### src/rtl/uwrg_pkg.sv
// ----------------------------------------------------------------------------
// uwrg_pkg
// Shared types and constants of the uniform weight random generator.
// ----------------------------------------------------------------------------
package uwrg_pkg;

    localparam int unsigned WORD_W  = 64;
    localparam int unsigned BOUND_W = 24;
    localparam int unsigned WEIGHT_W = 25;
    localparam int unsigned FRAC_W  = 24;
    localparam int unsigned NUM_WORDS = 4;
    localparam int unsigned IDX_W   = 2;
    localparam int unsigned OUT_DATA_W = 96;

    localparam logic [WORD_W-1:0] GOLDEN_GAMMA = 64'h9E37_79B9_7F4A_7C15;
    localparam logic [WORD_W-1:0] MIX_MUL_A    = 64'hBF58_476D_1CE4_E5B9;
    localparam logic [WORD_W-1:0] MIX_MUL_B    = 64'h94D0_49BB_1331_11EB;

    typedef enum logic {
        CMD_RESEED = 1'b0,
        CMD_DRAW   = 1'b1
    } uwrg_op_t;

    typedef struct packed {
        uwrg_op_t          op;
        logic [WORD_W-1:0] seed;
    } uwrg_cmd_t;

    // Word writes and status from the seeding sequencer.
    typedef struct packed {
        logic              busy;
        logic              wr_en;
        logic [IDX_W-1:0]  wr_idx;
        logic [WORD_W-1:0] wr_data;
    } uwrg_seed_wr_t;

    function automatic logic [WORD_W-1:0] rotl64(input logic [WORD_W-1:0] v,
                                                 input int unsigned n);
        rotl64 = (v << n) | (v >> (WORD_W - n));
    endfunction

endpackage

### src/rtl/uwrg_seeder.sv
// ----------------------------------------------------------------------------
// uwrg_seeder
// Splitmix64 sequencer: expands one seed into the four generator words using
// a single shared 32x32 multiplier for the 64-bit constant products.
// ----------------------------------------------------------------------------
module uwrg_seeder (
    input  logic                        aclk,
    input  logic                        aresetn,
    input  logic                        start,
    input  logic [63:0]                 seed,
    output uwrg_pkg::uwrg_seed_wr_t     seed_wr
);
    import uwrg_pkg::*;

    typedef enum logic [4:0] {
        SEED_IDLE = 5'b00001,
        SEED_MUL0 = 5'b00010,
        SEED_MUL1 = 5'b00100,
        SEED_MUL2 = 5'b01000,
        SEED_MUL3 = 5'b10000
    } seed_state_t;

    seed_state_t       state_reg, state_next;
    logic              sel_b_reg, sel_b_next;
    logic [IDX_W-1:0]  idx_reg, idx_next;
    logic [WORD_W-1:0] z_reg, z_next;
    logic [WORD_W-1:0] acc_reg, acc_next;
    logic [WORD_W-1:0] prod_reg;
    logic [WORD_W-1:0] mul_const;
    logic [31:0]       mul_a, mul_b;
    logic [WORD_W-1:0] start_z;
    logic [WORD_W-1:0] mul_result;
    logic [WORD_W-1:0] mixed;

    assign mul_const = sel_b_reg ? MIX_MUL_B : MIX_MUL_A;
    assign mul_a = (state_reg == SEED_MUL1) ? z_reg[63:32] : z_reg[31:0];
    assign mul_b = (state_reg == SEED_MUL2) ? mul_const[63:32] : mul_const[31:0];
    assign start_z = seed + GOLDEN_GAMMA;
    // The final partial product lands in the upper half only.
    assign mul_result = {acc_reg[63:32] + prod_reg[31:0], acc_reg[31:0]};
    assign mixed = mul_result ^ (mul_result >> 31);

    always_comb begin
        state_next = state_reg;
        sel_b_next = sel_b_reg;
        idx_next   = idx_reg;
        z_next     = z_reg;
        acc_next   = acc_reg;
        seed_wr.busy    = (state_reg != SEED_IDLE);
        seed_wr.wr_en   = 1'b0;
        seed_wr.wr_idx  = idx_reg;
        seed_wr.wr_data = mixed;
        case (state_reg)
            SEED_IDLE: begin
                if (start) begin
                    z_next     = start_z ^ (start_z >> 30);
                    sel_b_next = 1'b0;
                    idx_next   = '0;
                    state_next = SEED_MUL0;
                end
            end
            SEED_MUL0: begin
                state_next = SEED_MUL1;
            end
            SEED_MUL1: begin
                acc_next   = prod_reg;
                state_next = SEED_MUL2;
            end
            SEED_MUL2: begin
                acc_next   = {acc_reg[63:32] + prod_reg[31:0], acc_reg[31:0]};
                state_next = SEED_MUL3;
            end
            SEED_MUL3: begin
                if (!sel_b_reg) begin
                    z_next     = mul_result ^ (mul_result >> 27);
                    sel_b_next = 1'b1;
                    state_next = SEED_MUL0;
                end else begin
                    seed_wr.wr_en = 1'b1;
                    z_next     = mixed ^ (mixed >> 30);
                    sel_b_next = 1'b0;
                    idx_next   = idx_reg + IDX_W'(1);
                    state_next = (idx_reg == IDX_W'(NUM_WORDS - 1)) ? SEED_IDLE : SEED_MUL0;
                end
            end
            default: begin
                state_next = SEED_IDLE;
            end
        endcase
    end

    always_ff @(posedge aclk) begin
        if (!aresetn) begin
            state_reg <= SEED_IDLE;
            sel_b_reg <= 1'b0;
            idx_reg   <= '0;
        end else begin
            state_reg <= state_next;
            sel_b_reg <= sel_b_next;
            idx_reg   <= idx_next;
        end
    end

    always_ff @(posedge aclk) begin
        z_reg    <= z_next;
        acc_reg  <= acc_next;
        prod_reg <= mul_a * mul_b;
    end

endmodule

### src/rtl/uwrg_back.sv
// ----------------------------------------------------------------------------
// uwrg_back
// Back end: holds the four generator words, dispatches queued commands to the
// seeding sequencer or the draw path, and runs the output pipeline.
// ----------------------------------------------------------------------------
module uwrg_back (
    input  logic                    aclk,
    input  logic                    aresetn,
    input  logic                    head_valid,
    input  uwrg_pkg::uwrg_cmd_t     head_cmd,
    output logic                    head_pop,
    input  logic [23:0]             weight_bound,
    output logic                    m_tvalid,
    input  logic                    m_tready,
    output logic [95:0]             m_tdata    // [63:0] raw_random, [88:64] weight_sample
);
    import uwrg_pkg::*;

    uwrg_seed_wr_t     seed_wr;
    logic              seed_start;
    logic              draw_issue;
    logic              seeded_reg;
    logic [WORD_W-1:0] word_reg [NUM_WORDS];

    logic [WORD_W-1:0] t_word, n0, n1, n2, n3;

    logic              p1_valid_reg, p2_valid_reg, p3_valid_reg;
    logic              p1_zero_reg, p2_zero_reg;
    logic [WORD_W-1:0] p1_mul5_reg;
    logic [WORD_W-1:0] p2_raw_reg;
    logic [WORD_W-1:0] p3_raw_reg;
    logic [WEIGHT_W-1:0] p3_weight_reg;
    logic              p1_ready, p2_ready, p3_ready;

    logic [WORD_W-1:0] p1_rot;
    logic signed [FRAC_W-1:0]  frac;
    logic signed [BOUND_W:0]   bound_s;
    logic signed [FRAC_W+BOUND_W:0] product;

    uwrg_seeder u_seeder (
        .aclk    (aclk),
        .aresetn (aresetn),
        .start   (seed_start),
        .seed    (head_cmd.seed),
        .seed_wr (seed_wr)
    );

    // Elastic pipeline: a stage moves when its successor is empty or moving.
    assign p3_ready = !p3_valid_reg || m_tready;
    assign p2_ready = !p2_valid_reg || p3_ready;
    assign p1_ready = !p1_valid_reg || p2_ready;

    assign seed_start = head_valid && (head_cmd.op == CMD_RESEED) && !seed_wr.busy;
    assign draw_issue = head_valid && (head_cmd.op == CMD_DRAW) && !seed_wr.busy && p1_ready;
    assign head_pop   = seed_start || draw_issue;

    // xoshiro256 state advance.
    always_comb begin
        t_word = word_reg[1] << 17;
        n2 = word_reg[2] ^ word_reg[0];
        n3 = word_reg[3] ^ word_reg[1];
        n1 = word_reg[1] ^ n2;
        n0 = word_reg[0] ^ n3;
    end

    always_ff @(posedge aclk) begin
        if (seed_wr.wr_en) begin
            word_reg[seed_wr.wr_idx] <= seed_wr.wr_data;
        end else if (draw_issue && seeded_reg) begin
            word_reg[0] <= n0;
            word_reg[1] <= n1;
            word_reg[2] <= n2 ^ t_word;
            word_reg[3] <= rotl64(n3, 45);
        end
    end

    always_ff @(posedge aclk) begin
        if (!aresetn) begin
            seeded_reg <= 1'b0;
        end else if (seed_wr.wr_en && (seed_wr.wr_idx == IDX_W'(NUM_WORDS - 1))) begin
            seeded_reg <= 1'b1;
        end
    end

    assign p1_rot  = rotl64(p1_mul5_reg, 7);
    // Top 24 bits less 2^23 is the top 24 bits with the sign bit flipped.
    assign frac    = {~p2_raw_reg[63], p2_raw_reg[62:40]};
    assign bound_s = {1'b0, weight_bound};
    assign product = frac * bound_s;

    always_ff @(posedge aclk) begin
        if (!aresetn) begin
            p1_valid_reg <= 1'b0;
            p2_valid_reg <= 1'b0;
            p3_valid_reg <= 1'b0;
        end else begin
            if (p1_ready) begin
                p1_valid_reg <= draw_issue;
            end
            if (p2_ready) begin
                p2_valid_reg <= p1_valid_reg;
            end
            if (p3_ready) begin
                p3_valid_reg <= p2_valid_reg;
            end
        end
    end

    always_ff @(posedge aclk) begin
        if (p1_ready && draw_issue) begin
            p1_zero_reg <= !seeded_reg;
            p1_mul5_reg <= word_reg[1] + (word_reg[1] << 2);
        end
        if (p2_ready && p1_valid_reg) begin
            p2_zero_reg <= p1_zero_reg;
            p2_raw_reg  <= p1_rot + (p1_rot << 3);
        end
        if (p3_ready && p2_valid_reg) begin
            // Dropping the low 23 product bits floors toward minus infinity.
            p3_raw_reg    <= p2_zero_reg ? '0 : p2_raw_reg;
            p3_weight_reg <= p2_zero_reg ? '0 : product[47:23];
        end
    end

    assign m_tvalid = p3_valid_reg;
    assign m_tdata  = {7'b0, p3_weight_reg, p3_raw_reg};

`ifndef NO_ASSERTIONS
    a_no_draw_while_seeding: assert property (@(posedge aclk) disable iff (!aresetn)
        draw_issue |-> !seed_wr.busy)
        else $error("draw issued while the seeding sequencer is busy");

    a_pop_needs_entry: assert property (@(posedge aclk) disable iff (!aresetn)
        head_pop |-> head_valid)
        else $error("queue popped while empty");

    a_seeded_sticks: assert property (@(posedge aclk) disable iff (!aresetn)
        seeded_reg |=> seeded_reg)
        else $error("seeded flag cleared outside reset");

    a_single_dispatch: assert property (@(posedge aclk) disable iff (!aresetn)
        !(seed_start && draw_issue))
        else $error("reseed and draw dispatched together");
`endif

endmodule

### config.mk
export PLATFORM = sky130hd
export DESIGN_NAME = uwrg_back
export DESIGN_NICKNAME = d
export VERILOG_FILES = /design/src/rtl/uwrg_pkg.sv /design/src/rtl/uwrg_seeder.sv /design/src/rtl/uwrg_back.sv
export SDC_FILE = /design/constraint.sdc
export NUM_CORES = 2
export LEC_CHECK = 0
export BUFFER_PORTS_ARGS = -buffer_cell sky130_fd_sc_hd__buf_4
export CORE_MARGIN = 10
export CORE_UTILIZATION = 50
export CTS_CLUSTER_DIAMETER = 100
export DETAILED_ROUTE_END_ITERATION = 12
export HOLD_SLACK_MARGIN = 0.05
export PLACE_DENSITY = 0.62
export SYNTH_ARGS = -nofsm -noshare
export SYNTH_HDL_FRONTEND = slang
export SYNTH_SLANG_ARGS = --single-unit
### constraint.sdc
create_clock -name aclk -period 29.6 [get_ports aclk]
set_clock_uncertainty 0.15 [all_clocks]
set_input_delay 4.44 -clock aclk [delete_from_list [all_inputs] [get_ports aclk]]
set_output_delay 4.44 -clock aclk [all_outputs]
set_load 0.02 [all_outputs]
==> qor.csv <==
metric,value,unit
hold_violations,0,
dp_cells,10900,
relSlewSlack,0.0528,
cts_buffer_depth,3,
synthMuxAreaShare,0.00376,
cts.htree.levels,3,
worstHoldPathCells,0,
netlist_area,85800,um2
die_w,434,um
rsz0062_at_grt,no,
r2r_cells,35,
antenna_left,0,
synthFlopType,edfxtp_1,
worst-path-max-fanout,54,
fp-row-count,151,
nNetsFinal,10900,
drt_iter0_markers,5074,
cts-root-buf,clkbuf_16,
seq_area_frac_synth,0.229,
ios,191,
fmax,86.5,MHz
overflow,0,
crit_top_cell,fa_1,
die_h,434,um
syn2layout_area_growth,7.34,%
track_usage,0.294,
die-area,188000,um2
io_buffers,183,
firstDrtPassIters,6,
mostFrequentLayoutCells,"inv_1 (1595), fa_1 (1281), nand2_1 (861)",
yosys.area_share.simple,0.114,
timing.final.crit_share,0.391,
cts_tree,yes,
final_layout_size_suffix_gt1_frac,0.0551,
crit_type,flop to flop,
finalNonFillerCells,11100,
cts_hold_buffers,0,
cts.sinks,679,
fin_util,0.541,
viasPerCell,5.62,
post-cts-setup-buffers,0,
vias,62200,
hold_path.class,flop to flop,
cp_data_required_time,29.99,ns
n_fill_cell,15400,
clk_pin_slew,0.06,ns
min_period,11.57,ns
largest_reg_flops,256,
whs,0.323,ns
crit_arrival,11.96,ns
synth_edf_count,603,
dp_hpwl,223000,um
synth_compound_area_frac,0.0913,
place.gp.congestion,0.970,
grt_max_degree,109,
start_util,0.504,
synth_top_family_by_area,adder cells,
crit_path_top_delay_cell,nor3_1,
drt-wirelength-per-cell,24.8,um
cts_resized,0,
synthCells,8783,
final_common_cell,inv_1,
max_stage_delay,1.01,ns
synth.ff_latch_count,679,
antenna_found_initial,6,
grt_pass1_wl,419000,um
cp-start-kind,flop,
status,completed,
synthDistinctLibCells,88,
synth-async-reset-ratio,0,
synth_xor_area_frac,0.0746,
synth_fa_ha_area_frac,0.401,
cts_buffers,76,
worst_pin_slew,1.42,ns
first_global_vias,65300,
wl,275000,um
drc,0,
clk_latency,0.70,ns
yosysWarningCount,0,
maxCapViolations,0,
setup_tns,0,ns
crit_path_end_kind,flop,
maxSlewViolCount,0,
coreArea,170000,um2
avgSynthCellArea,9.76,um2
setup_viol_count_final,0,
## synthesized netlist by cell type (7+ instances only)
library cell	number	area share
inv_1	1596	0.070
fa_1	1281	0.30
nand2_1	867	0.038
ha_1	701	0.10
edfxtp_1	603	0.21
nor2_1	456	0.020
xnor2_1	444	0.045
o21ai_0	422	0.025
a21oi_1	397	0.023
clkbuf_1	312	0.014
xor2_1	286	0.029
and2_1	232	0.017
a21o_1	164	0.014
nor2b_1	108	0.0079
nor3_1	84	0.0049
nand3_1	82	0.0048
dfxtp_1	76	0.018
and3_1	64	0.0047
nand2b_1	53	0.0039
nand4_1	49	0.0036
o21bai_1	49	0.0043
o21a_1	42	0.0037
a211oi_1	41	0.0036
or2_2	34	0.0025
mux2i_1	30	0.0035
a31oi_1	28	0.0020
buf_1	18	0.00079
o211ai_1	18	0.0016
or3_1	18	0.0013
a21boi_0	15	0.0013
buf_4	11	0.00096
o31ai_1	11	0.00096
nor4_1	10	0.00073
o22ai_1	10	0.00073
a31o_2	9	0.00092
clkinv_1	9	0.00039
a211o_1	8	0.00082
a311oi_1	8	0.00082
nand3b_1	8	0.00070
a221o_1	7	0.00082
a221oi_1	7	0.00071
and4_1	7	0.00071
## area by class of cell
cell class / instances / area [um2] / area share
multi-input cells: 6156 / 58900 / 0.640
flip-flops and latches: 679 / 19600 / 0.213
inverters: 1605 / 6020 / 0.0654
well taps: 2218 / 2780 / 0.0301
clock buffers: 101 / 2110 / 0.0229
repair buffers: 274 / 2070 / 0.0225
clock inverters: 40 / 527 / 0.00572
diodes: 2 / 5.00 / 0.0000544
## worst paths after layout
check	startpoint	endpoint	slack [ns]
max reg2reg	u_seeder.state_reg[4]$_SDFFE_PN0P_	u_seeder.prod_reg[63]$_DFF_P_	18.03
max	u_seeder.state_reg[4]$_SDFFE_PN0P_	u_seeder.prod_reg[63]$_DFF_P_	18.03
min reg2reg	p1_mul5_reg[57]$_DFFE_PP_	p2_raw_reg[0]$_DFFE_PP_	0.32
min	p1_mul5_reg[57]$_DFFE_PP_	p2_raw_reg[0]$_DFFE_PP_	0.32
## through the flow
step	worst slack [ns]	cell area (um2)
global route	17.41	92100
CTS	18.05	92000
global placement	17.56	89400
detailed placement	17.40	89400
floorplan	15.19	85800
finish	18.03	92100
## logic make-up after synthesis
family | Yosys count
and+or+nand+nor | 2106
adders and majority gates | 1982
buffers and inverters | 1954
AOI/OAI and AO/OA | 1299
xor gates and xnor gates | 730
DFF | 679
muxes | 32
other | 1
## worst max-delay path: cells and delay by family (launching register included)
| kind | cells | cell delay (ns) |
|---|---|---|
| flops | 1 | 0.37 |
| fa+ha+maj | 9 | 4.24 |
| compound gates | 7 | 1.77 |
| mux | 1 | 0.22 |
| buf+inv | 10 | 1.95 |
| simple gates | 8 | 2.67 |
## layer usage
layer	vias to the layer above	share of wire	track usage	wire (um)
met5	-	0.00019	0	53
met4	8	0.039	0.0993	10700
met3	392	0.068	0.0416	18600
met2	2254	0.48	0.484	131000
met1	31600	0.42	0.399	115000
li1	28000	-	-	-
Power is not shown: default switching activity piles up to over one toggle a cycle in this logic, so the estimate is an artifact.
