`src/rtl/uwrg_pkg.sv`:
```
// ----------------------------------------------------------------------------
// uwrg_pkg
// Shared types and constants of the uniform weight random generator.
// ----------------------------------------------------------------------------
package uwrg_pkg;

    localparam int unsigned WORD_W  = 64;
    localparam int unsigned BOUND_W = 24;
    localparam int unsigned WEIGHT_W = 25;
    localparam int unsigned FRAC_W  = 24;
    localparam int unsigned NUM_WORDS = 4;
    localparam int unsigned IDX_W   = 2;
    localparam int unsigned OUT_DATA_W = 96;

    localparam logic [WORD_W-1:0] GOLDEN_GAMMA = 64'h9E37_79B9_7F4A_7C15;
    localparam logic [WORD_W-1:0] MIX_MUL_A    = 64'hBF58_476D_1CE4_E5B9;
    localparam logic [WORD_W-1:0] MIX_MUL_B    = 64'h94D0_49BB_1331_11EB;

    typedef enum logic {
        CMD_RESEED = 1'b0,
        CMD_DRAW   = 1'b1
    } uwrg_op_t;

    typedef struct packed {
        uwrg_op_t          op;
        logic [WORD_W-1:0] seed;
    } uwrg_cmd_t;

    // Word writes and status from the seeding sequencer.
    typedef struct packed {
        logic              busy;
        logic              wr_en;
        logic [IDX_W-1:0]  wr_idx;
        logic [WORD_W-1:0] wr_data;
    } uwrg_seed_wr_t;

    function automatic logic [WORD_W-1:0] rotl64(input logic [WORD_W-1:0] v,
                                                 input int unsigned n);
        rotl64 = (v << n) | (v >> (WORD_W - n));
    endfunction

endpackage

```
`src/rtl/uwrg_front.sv`:
```
// ----------------------------------------------------------------------------
// uwrg_front
// Input side: accepts stream items, tags them as reseed or draw commands and
// holds them in a short queue for the back end.
// ----------------------------------------------------------------------------
module uwrg_front #(
    parameter int unsigned QUEUE_DEPTH = 4
) (
    input  logic                    aclk,
    input  logic                    aresetn,
    input  logic                    s_tvalid,
    output logic                    s_tready,
    input  logic [63:0]             s_tdata,   // [63:0] seed_value
    input  logic [0:0]              s_tuser,   // [0] operation
    output logic                    head_valid,
    output uwrg_pkg::uwrg_cmd_t     head_cmd,
    input  logic                    head_pop
);
    import uwrg_pkg::*;

    localparam int unsigned PTR_W = (QUEUE_DEPTH > 1) ? $clog2(QUEUE_DEPTH) : 1;
    localparam int unsigned CNT_W = $clog2(QUEUE_DEPTH + 1);

    uwrg_cmd_t        entry_reg [QUEUE_DEPTH];
    logic [PTR_W-1:0] wr_ptr_reg, wr_ptr_next;
    logic [PTR_W-1:0] rd_ptr_reg, rd_ptr_next;
    logic [CNT_W-1:0] count_reg, count_next;
    logic             push;
    uwrg_cmd_t        in_cmd;

    function automatic logic [PTR_W-1:0] ptr_inc(input logic [PTR_W-1:0] p);
        ptr_inc = (p == PTR_W'(QUEUE_DEPTH - 1)) ? '0 : p + PTR_W'(1);
    endfunction

    assign s_tready   = (count_reg != CNT_W'(QUEUE_DEPTH));
    assign push       = s_tvalid && s_tready;
    assign head_valid = (count_reg != '0);
    assign head_cmd   = entry_reg[rd_ptr_reg];

    always_comb begin
        in_cmd.op   = s_tuser[0] ? CMD_DRAW : CMD_RESEED;
        in_cmd.seed = s_tdata;
    end

    always_comb begin
        wr_ptr_next = push ? ptr_inc(wr_ptr_reg) : wr_ptr_reg;
        rd_ptr_next = head_pop ? ptr_inc(rd_ptr_reg) : rd_ptr_reg;
        count_next  = count_reg;
        if (push && !head_pop) begin
            count_next = count_reg + CNT_W'(1);
        end else if (!push && head_pop) begin
            count_next = count_reg - CNT_W'(1);
        end
    end

    always_ff @(posedge aclk) begin
        if (!aresetn) begin
            wr_ptr_reg <= '0;
            rd_ptr_reg <= '0;
            count_reg  <= '0;
        end else begin
            wr_ptr_reg <= wr_ptr_next;
            rd_ptr_reg <= rd_ptr_next;
            count_reg  <= count_next;
        end
    end

    always_ff @(posedge aclk) begin
        if (push) begin
            entry_reg[wr_ptr_reg] <= in_cmd;
        end
    end

endmodule

```
`config.mk`:
```
export PLATFORM = sky130hd
export DESIGN_NAME = uwrg_front
export DESIGN_NICKNAME = d
export VERILOG_FILES = /design/src/rtl/uwrg_pkg.sv /design/src/rtl/uwrg_front.sv
export SDC_FILE = /design/constraint.sdc
export NUM_CORES = 1
export LEC_CHECK = 0
export BUFFER_PORTS_ARGS = -buffer_cell sky130_fd_sc_hd__buf_2
export CAP_MARGIN = 10
export CORE_ASPECT_RATIO = 0.6
export CORE_MARGIN = 2
export CORE_UTILIZATION = 35
export CTS_BUF_LIST = sky130_fd_sc_hd__clkbuf_4 sky130_fd_sc_hd__clkbuf_8
export CTS_CLUSTER_DIAMETER = 120
export DETAILED_ROUTE_END_ITERATION = 6
export SYNTH_ARGS = -nofsm -noshare
export SYNTH_HDL_FRONTEND = slang
export SYNTH_SLANG_ARGS = --single-unit
```
`constraint.sdc`:
```
create_clock -name aclk -period 2.7 [get_ports aclk]
set_clock_uncertainty 0.2 [all_clocks]
set_input_delay 0.27 -clock aclk [delete_from_list [all_inputs] [get_ports aclk]]
set_output_delay 0.27 -clock aclk [all_outputs]
set_load 0.005 [all_outputs]
```
==> results.yml, run 1 <==
cts:
  clock-sinks: 269
  cts_buffers: 40
  cts.clk_slew.worst_paths_ps: 60
  h-tree-depth: 2
  post_cts_resized: 0
  clock_latency_ps: 530
  cts.path.max_buffers: 3
  root_buffer: "clkbuf_8"
  cts_tree: "built"
route:
  routed_wl_um: 19500
  dr_total_vias: 4828
  ant_nets: 0
  drt_first_pass_iters: 4
  avgRoutedWirePerCell_um: 19.0
  drc_errors: 0
  viasPerCell: 4.70
  drt-initial-drc-count: 227
synthesis:
  synth.most_common_cell: "edfxtp_1"
  async_flop_share_pct: 0
  synth.avg_cell_area_um2: 25.4
  yosysSeqAreaShare_pct: 81.0
  synth_edf_count: 260
  synth-main-ff-cell: "edfxtp_1"
  synth.largest_area_cell: "edfxtp_1"
  ys_ff_latch: 269
  yosys_warnings: 0
  netlist_area_um2: 9870
  synth.distinct_cells: 27
  synth_common_cells: "edfxtp_1, mux4_2, dfxtp_1"
  synth_area_leaders: "edfxtp_1, mux4_2, dfxtp_1"
  synth_top_area_share_pct: 79.1
  synth_nets: 464
  syn-instance-count: 388
global_routing:
  grt_max_degree: 66
  grt_pass1_vias: 5230
  grt_first_pass_wirelength_um: 29500
  grtUsageTotal_pct: 13.4
  antenna_found_initial: 0
  grt_overflow: 0
sta:
  fin_ws_ps: 145
  worst_pin_slew_ps: 474
  rsz0062_at_grt: "no"
  slew_violations: 0
  fin_crit_sh_pct: 94.6
  setup_viol: 0
  finalSetupTns_ps: 0
  slew_headroom_pct: 68.4
  timing.fmax_ghz: 0.391
  hold_violations: 0
  period_minus_slack_ps: 2550
placed_design:
  dp_hpwl_um: 10700
  gp_congestion: 0.744
  pre_cts_ws_ps: 148
  portBuffers: 135
  dpl_cell_area_um2: 11100
critical_path:
  cp-start-kind: "register"
  end_kind: "register"
  crit_fanout: 7
  cp_data_required_time_ps: 2940
  reg2regPathDepth: 8
  crit_type: "reg2reg"
  cp.arrival_ps: 2800
floorplan:
  start_util_pct: 35.7
  rows: 47
  die_y_um: 134
  dieWidth_um: 221
  io_pins: 136
  die-area_um2: 29600
  core_area_um2: 27600
pwr:
  p_seq_share_pct: 53.9
  clkPwrFrac_pct: 33.0
  intPower_uw: 7300
  pwr-share-comb_pct: 13.1
  power.density_nw_per_um2: 756
  p_leak_uw: 0.00427
  swShare_pct: 23.1
  peakVddDrop_mv: 0.444
  power_switching_uw: 2200
finish:
  fin_nets: 709
  area_growth_syn_to_layout_pct: 27.4
  largest_reg_flops: 260
  fin_area_um2: 12600
  drive_above_1_share_pct: 42.4
  multiInputGateArea_um2: 1760
  n_fill_cell: 2360
  antenna_cells: 0
  seq_area_um2: 8000
min_path:
  hold_path_class: "in2reg"
  hold_depth: 2
job:
  cap_violations: 0
status:
  status: "complete, no violations"
-- cells in the final DEF, fill, tap and decap left out, types with 2 or more instances in the layout --
cell and n:
buf_2 135, mux2i_1 3, inv_1 4, clkinv_2 2, dfxtp_4 2, buf_4 5
or3_2 2, and3_4 4, ha_1 6, clkinv_1 12, clkinvlp_4 2, dfxtp_1 7
edfxtp_1 260, nor2b_1 3, clkbuf_4 12, buf_12 8, dlygate4sd3_1 71, mux4_2 65
clkbuf_8 41, nand2_1 3
-- path summary, 6_finish.rpt --
kind                 start              end  slack [ps]
max           count_reg[0]     count_reg[2]         150
max reg2reg   count_reg[0]     count_reg[2]         150
min reg2reg  wr_ptr_reg[1]    wr_ptr_reg[1]         320
min             s_tdata[5]  entry_reg[0][5]         280
-- layer usage --
| metal | GRT usage (%) | part of all wire [%] | vias to the layer above |
|---|---|---|---|
| met2 | 21.6 | 48 | 136 |
| li1 | - | - | 2150 |
| met1 | 17.5 | 44 | 2505 |
| met5 | 0 | 0 | - |
| met4 | 4.22 | 1.8 | 0 |
| met3 | 3.97 | 6.2 | 37 |
-- through the flow --
step / hold slack (ps) / instances / power [uW] / utilization, %
floorplan: 169 / 388 / 5820 / -
global placement: 279 / 883 / 6330 / 40.1
detailed placement: 287 / 883 / 6380 / 40.1
CTS: 230 / 1024 / 9660 / 45.4
global route: 242 / 1028 / 9950 / 45.5
finish: 284 / 1028 / 9500 / 45.5
-- cell families (layout without fill, tap and decap cells) --
| family | Yosys count | in the layout | synth area share (%) |
|---|---|---|---|
| compound gates | 4 | 4 | 0.254 |
| xor+xnor | 2 | 2 | 0.178 |
| fa+ha+maj | 7 | 7 | 0.964 |
| buf+inv | 20 | 293 | 1.34 |
| flops | 269 | 269 | 81.0 |
| mux | 68 | 68 | 15.1 |
| simple gates | 18 | 18 | 1.15 |
-- area by class of cell --
cell class	instances	share of cell area, %
Multi-Input combinational cell	99	14.0
Inverter	4	0.119
Clock buffer	53	5.21
Sequential cell	269	63.6
Clock inverter	17	0.796
Tap cell	367	3.65
Timing Repair Buffer	219	12.6
-- critical path: stages (launching register included) --
cell and delay [ps]:
dfxtp_1 400, or3b_1 270, and2_4 210, ha_1 190, inv_1 60, fa_1 370, xor2_1 180, or3_2 400
a21boi_0 200
-- power groups by stage --
stage	clock network, uW	registers [uW]	logic, uW
floorplan	0	5170	653
global placement	0	5190	1140
detailed placement	0	5220	1160
CTS	3270	5130	1260
global route	3440	5150	1360
finish	3140	5120	1240
-- timing repair --
item / 4_1_cts / 5_1_grt
setup endpoints to repair: 0 / 14
hold endpoints to repair: 269 / 0
buffers inserted: 0 / 4
hold buffers: 71 / 0
No activity file was read; power rests on OpenSTA's default activity.
==> inputs of run 2 (changes only) <==
--- a/config.mk
+++ b/config.mk
@@ -13,6 +13,7 @@
 export CTS_BUF_LIST = sky130_fd_sc_hd__clkbuf_4 sky130_fd_sc_hd__clkbuf_8
 export CTS_CLUSTER_DIAMETER = 120
 export DETAILED_ROUTE_END_ITERATION = 6
+export PLACE_DENSITY = 0.61
 export SYNTH_ARGS = -nofsm -noshare
 export SYNTH_HDL_FRONTEND = slang
 export SYNTH_SLANG_ARGS = --single-unit
==> run 2 against run 1 <==
  * Clock power increased by 4%
  * Die area is the same
  * Worst setup slack gained 90 ps
  * Highest routed layer unchanged
  * Register-to-register slack better by 100 ps
  * First-iteration DRC count up 30%
  * Global-route usage grew 0.077 points
  * Critical path depth fell by 5
  * Design area up 0.78%
  * Hold slack lost 5.1 ps
  * Maximum frequency up 3.7%
  * Total power increased by 1.7%
  * Critical path type is now reg2out
==> results.yml, run 2 (synthesis gave the netlist of run 1 again) <==
critical_path:
  critical_path.slowest_cell: "mux4_2"
  reg2reg_slack_ps: 250
  r2r_start: "count_reg[0]"
  max_stage_delay_ps: 560
  crit_fanout: 22
  crit_type: "reg2out"
  path_cells: "buf_12, mux4_2, buf_2"
  end_kind: "primary output"
  cp.arrival_ps: 1990
  regToRegEndpoint: "count_reg[2]"
  cp_data_required_time_ps: 2230
  cp-start-kind: "register"
  reg2regPathDepth: 8
sta:
  worst_pin_slew_ps: 447
  fin_crit_sh_pct: 91.3
  slew_headroom_pct: 70.2
  fin_ws_ps: 235
  slew_violations: 0
  hold_violations: 0
  finalSetupTns_ps: 0
  period_minus_slack_ps: 2460
  timing.fmax_ghz: 0.406
  rsz0062_at_grt: "no"
  setup_viol: 0
floorplan:
  core_area_um2: 27600
  start_util_pct: 35.7
  rows: 47
  die-area_um2: 29600
  io_pins: 136
  die_y_um: 134
  dieWidth_um: 221
cts:
  cts.clk_slew.worst_paths_ps: 60
  clock-sinks: 269
  cts_tree: "built"
  cts.path.max_buffers: 3
  clock_latency_ps: 540
  h-tree-depth: 2
  root_buffer: "clkbuf_8"
  cts_buffers: 39
route:
  drt_first_pass_iters: 4
  drt-initial-drc-count: 296
  viasPerCell: 4.65
  avgRoutedWirePerCell_um: 18.8
  ant_nets: 0
  routed_wl_um: 19500
  dr_total_vias: 4826
  drc_errors: 0
pwr:
  clkPwrFrac_pct: 33.8
  power.density_nw_per_um2: 763
  p_leak_uw: 0.00434
  intPower_uw: 7440
  p_seq_share_pct: 53.0
  power_switching_uw: 2220
  swShare_pct: 22.9
  pwr-share-comb_pct: 13.2
  peakVddDrop_mv: 0.392
placed_design:
  dp_hpwl_um: 11400
  portBuffers: 135
  gp_congestion: 0.741
  pre_cts_ws_ps: 175
finish:
  final_cell_mix: "edfxtp_1, buf_2, dlygate4sd3_1, mux4_2, clkbuf_8"
  drive_above_1_share_pct: 43.6
  largest_reg_flops: 260
  fin_nets: 716
  area_growth_syn_to_layout_pct: 28.4
  final_common_cell: "edfxtp_1"
min_path:
  hold_depth: 2
  min_from: "s_tdata[38]"
  hold_path_class: "in2reg"
  min_to: "entry_reg[2][38]"
global_routing:
  grtUsageTotal_pct: 13.5
  grt_overflow: 0
  grt_first_pass_wirelength_um: 29800
  antenna_found_initial: 1
  grt_max_degree: 66
  grt_pass1_vias: 5269
job:
  cap_violations: 0
status:
  status: "complete, no violations"
run 2: cell count changes in the layout (fill, tap and decap cells not counted), sizes merged:
cell / previous run / this run
diode: 0 / 1
buf: 148 / 156
clkinvlp: 2 / 0
clkbuf: 53 / 55
bufinv: 1 / 2
run 2: what timing repair did:
item / 4_1_cts / 5_1_grt
resized for setup: 0 / 1
hold buffers: 71 / 0
endpoints found under the setup margin: 0 / 5
hold endpoints to repair: 278 / 0
setup buffers: 0 / 9
run 2: power by group through the flow:
| stage | sequential [uW] | combinational [uW] | clock (uW) |
|---|---|---|---|
| floorplan | 5170 | 653 | 0 |
| global placement | 5180 | 1160 | 0 |
| detailed placement | 5220 | 1180 | 0 |
| CTS | 5130 | 1280 | 3400 |
| global route | 5150 | 1390 | 3580 |
| finish | 5120 | 1270 | 3270 |
run 2: worst max-delay path by stage:
stage                 start            to  depth (start not counted)
2_1_floorplan  count_reg[0]  count_reg[2]                          9
3_3_place_gp   count_reg[0]  count_reg[2]                          8
3_5_place_dp   count_reg[0]  count_reg[2]                          8
4_1_cts            register  head_cmd[31]                          3
5_1_grt        count_reg[0]  count_reg[2]                          8
6_report           register  head_cmd[31]                          3
run 2: worst max-delay path, delay by kind of cell (launching register included):
kind | cells | cell delay (ps)
multiplexers | 1 | 560
flip-flops | 1 | 470
buffers and inverters | 2 | 410
run 2: cell type report:
cell class	count	area, um^2
clock inverters	16	118
inverters	4	15.0
multi-input cells	99	1760
well taps	367	459
flip-flops and latches	269	8000
repair buffers	227	1640
fillers	2344	15000
clock buffers	55	669
diodes	1	2.50
run 2: per-stage QoR:
stage	hold slack [ps]	instance area [um^2]	power, uW	util [%]	cells
4_1_cts	218	12600	9800	45.6	1028
2_1_floorplan	169	9870	5820	-	388
6_report	279	12700	9660	45.8	1038
3_3_place_gp	278	11100	6340	40.1	886
3_5_place_dp	287	11100	6400	40.1	886
5_1_grt	251	12700	10100	45.8	1038
run 2: per-layer routing:
metal | routed length (um) | part of all wire (%) | global-route usage, %
met2 | 9080 | 47 | 21.3
met3 | 1370 | 7.0 | 4.29
met1 | 8670 | 44 | 17.8
met4 | 393 | 2.0 | 4.52
met5 | 0 | 0 | 0
==> inputs of run 3 (changes only) <==
--- a/config.mk
+++ b/config.mk
@@ -5,6 +5,7 @@
 export SDC_FILE = /design/constraint.sdc
 export NUM_CORES = 1
 export LEC_CHECK = 0
+export ABC_AREA = 1
 export BUFFER_PORTS_ARGS = -buffer_cell sky130_fd_sc_hd__buf_2
 export CAP_MARGIN = 10
 export CORE_ASPECT_RATIO = 0.6
==> run 3 against run 2 <==
  * Register-to-register slack improved by 40 ps
  * Synthesized cell count increased by 79%
  * Hold slack got worse by 110 ps
  * Wire length increased by 16%
  * Non-clock buffer count decreased by 8
  * Combinational power about the same
  * Design area increased by 3.1%
  * Maximum frequency decreased by 3.2%
  * Die area increased by 5.8%
  * Largest cell class unchanged
  * Largest power group unchanged
==> results.yml, run 3 <==
cts:
  cts_tree: "built"
  h-tree-depth: 2
  post-cts-setup-buffers: 0
  clock-sinks: 269
  cts.path.max_buffers: 3
  root_buffer: "clkbuf_8"
  clock_latency_ps: 530
  cts_buffers: 41
  cts.clk_slew.worst_paths_ps: 60
synthesis:
  synth.most_common_cell: "edfxtp_1"
  syn-instance-count: 694
  synth_common_cells: "edfxtp_1, nor2_1, o21ai_0"
  synth_nets: 770
  synth_top_area_share_pct: 74.7
  async_flop_share_pct: 0
  synth.avg_cell_area_um2: 15.1
  synth_area_leaders: "edfxtp_1, o21ai_0, nor2_1"
  yosysSeqAreaShare_pct: 76.4
  synth.largest_area_cell: "edfxtp_1"
  synth.distinct_cells: 27
  synth_edf_count: 260
  ys_ff_latch: 269
  yosys_warnings: 0
  synth-main-ff-cell: "edfxtp_1"
  netlist_area_um2: 10500
global_routing:
  grt_overflow: 0
  grt_max_degree: 66
  grtUsageTotal_pct: 14.6
  grt_pass1_vias: 6336
  antenna_found_initial: 1
  grt_first_pass_wirelength_um: 35000
status:
  status: "complete, no violations"
finish:
  fin_nets: 990
  drive_above_1_share_pct: 29.1
  final_cell_mix: "edfxtp_1, buf_2, nor2_1, o21ai_0, dlygate4sd3_1"
  area_growth_syn_to_layout_pct: 25.0
  final_common_cell: "edfxtp_1"
  final_core_util_pct: 44.9
  largest_reg_flops: 260
critical_path:
  end_kind: "primary output"
  crit_buf_inv: 3
  cp.arrival_ps: 2080
  cp_data_required_time_ps: 2230
  crit_type: "reg2out"
  critical_path.slowest_cell: "dfxtp_4"
  crit_fanout: 42
  r2r_start: "wr_ptr_reg[0]"
  path_cells: "inv_8, buf_12, o21ai_0, o22ai_2, buf_2"
  cp-start-kind: "register"
  reg2regPathDepth: 7
  crit_family: "flip-flops"
  regToRegEndpoint: "wr_ptr_reg[1]"
  max_stage_delay_ps: 570
  reg2reg_slack_ps: 290
floorplan:
  start_util_pct: 36.0
  die_y_um: 138
  dieWidth_um: 227
  core_area_um2: 29100
  die-area_um2: 31300
  rows: 48
  io_pins: 136
route:
  wl_met3_um: 1390
  drt_first_pass_iters: 4
  dr_total_vias: 6322
  avgRoutedWirePerCell_um: 16.9
  ant_nets: 0
  m1WireLength_um: 11000
  routed_wl_um: 22700
  top_layer: "met4"
  drc_errors: 0
  viasPerCell: 4.71
  drt-initial-drc-count: 544
  wl_met2_um: 9920
sta:
  slew_headroom_pct: 61.0
  period_minus_slack_ps: 2550
  setup_viol: 0
  worst_pin_slew_ps: 584
  rsz0062_at_grt: "no"
  hold_violations: 0
  fin_crit_sh_pct: 94.3
  slew_violations: 0
  fin_ws_ps: 155
  timing.fmax_ghz: 0.393
pwr:
  p_leak_uw: 0.00459
  power.density_nw_per_um2: 729
  peakVddDrop_mv: 0.448
  power_uw: 9520
min_path:
  min_from: "s_tvalid"
  hold_depth: 4
  min_to: "wr_ptr_reg[0]"
  hold_path_class: "in2reg"
placed_design:
  portBuffers: 135
  dp_hpwl_um: 12300
  gp_congestion: 0.756
  pre_cts_ws_ps: 417
job:
  cap_violations: 0
-- run 3: final cells by class --
type	count	area (um^2)
flip-flops and latches	269	7990
repair buffers	219	1590
well taps	400	500
clock buffers	61	733
clock inverters	10	43.8
multi-input cells	367	2130
fillers	2647	16000
inverters	16	67.6
diodes	1	2.50
-- run 3: timing repair --
action | in CTS | in global routing
endpoints found under the hold margin | 269 | 0
hold buffers | 69 | 0
gates resized for setup | 1 | 4
endpoints found under the setup margin | 6 | 12
-- run 3: tightest hold or removal path: cells and delay by family --
family | cells | cell delay [ps]
buffers and inverters | 1 | 100
and+or+nand+nor | 3 | 480
-- run 3: kinds of logic (layout without fill, tap and decap cells) --
kind of cell | after synthesis | count (layout) | synth area share [%]
flops | 269 | 269 | 76.4
simple gates | 160 | 160 | 7.39
buf+inv | 58 | 306 | 3.50
xor+xnor | 1 | 1 | 0.0838
other cells | 0 | 1 | 0
fa+ha+maj | 7 | 7 | 0.910
compound gates | 199 | 199 | 11.7
-- run 3: worst max path at each step --
stage	slack, ps	startpoint	to	cells past startpoint
final	150	register	head_cmd[64]	5
after global routing	30	register	head_cmd[64]	5
after CTS	30	register	head_cmd[20]	4
after detailed placement	420	count_reg[0]	count_reg[1]	9
after global placement	480	count_reg[1]	count_reg[1]	9
after floorplan	-380	count_reg[0]	entry_reg[0][0]	4
-- run 3: report_power, final --
part / switching, uW / internal [uW]
registers: 89.5 / 4940
clock network: 1500 / 1730
logic: 767 / 487
-- run 3: metal layers --
| layer | vias up | GRT usage (%) |
|---|---|---|
| li1 | 3037 | - |
| met1 | 3096 | 20.6 |
| met2 | 154 | 22.2 |
| met3 | 35 | 3.99 |
| met4 | 0 | 4.03 |
| met5 | - | 0 |
-- run 3: stage by stage --
step | cells | hold WS (ps) | setup TNS (ps) | cell area, um^2
after global placement | 1202 | 285 | 0 | 11600
final | 1343 | 170 | 0 | 13100
after CTS | 1342 | 127 | 0 | 13000
after global routing | 1343 | 201 | 0 | 13100
after detailed placement | 1202 | 286 | 0 | 11600
after floorplan | 694 | 169 | -98800 | 10500
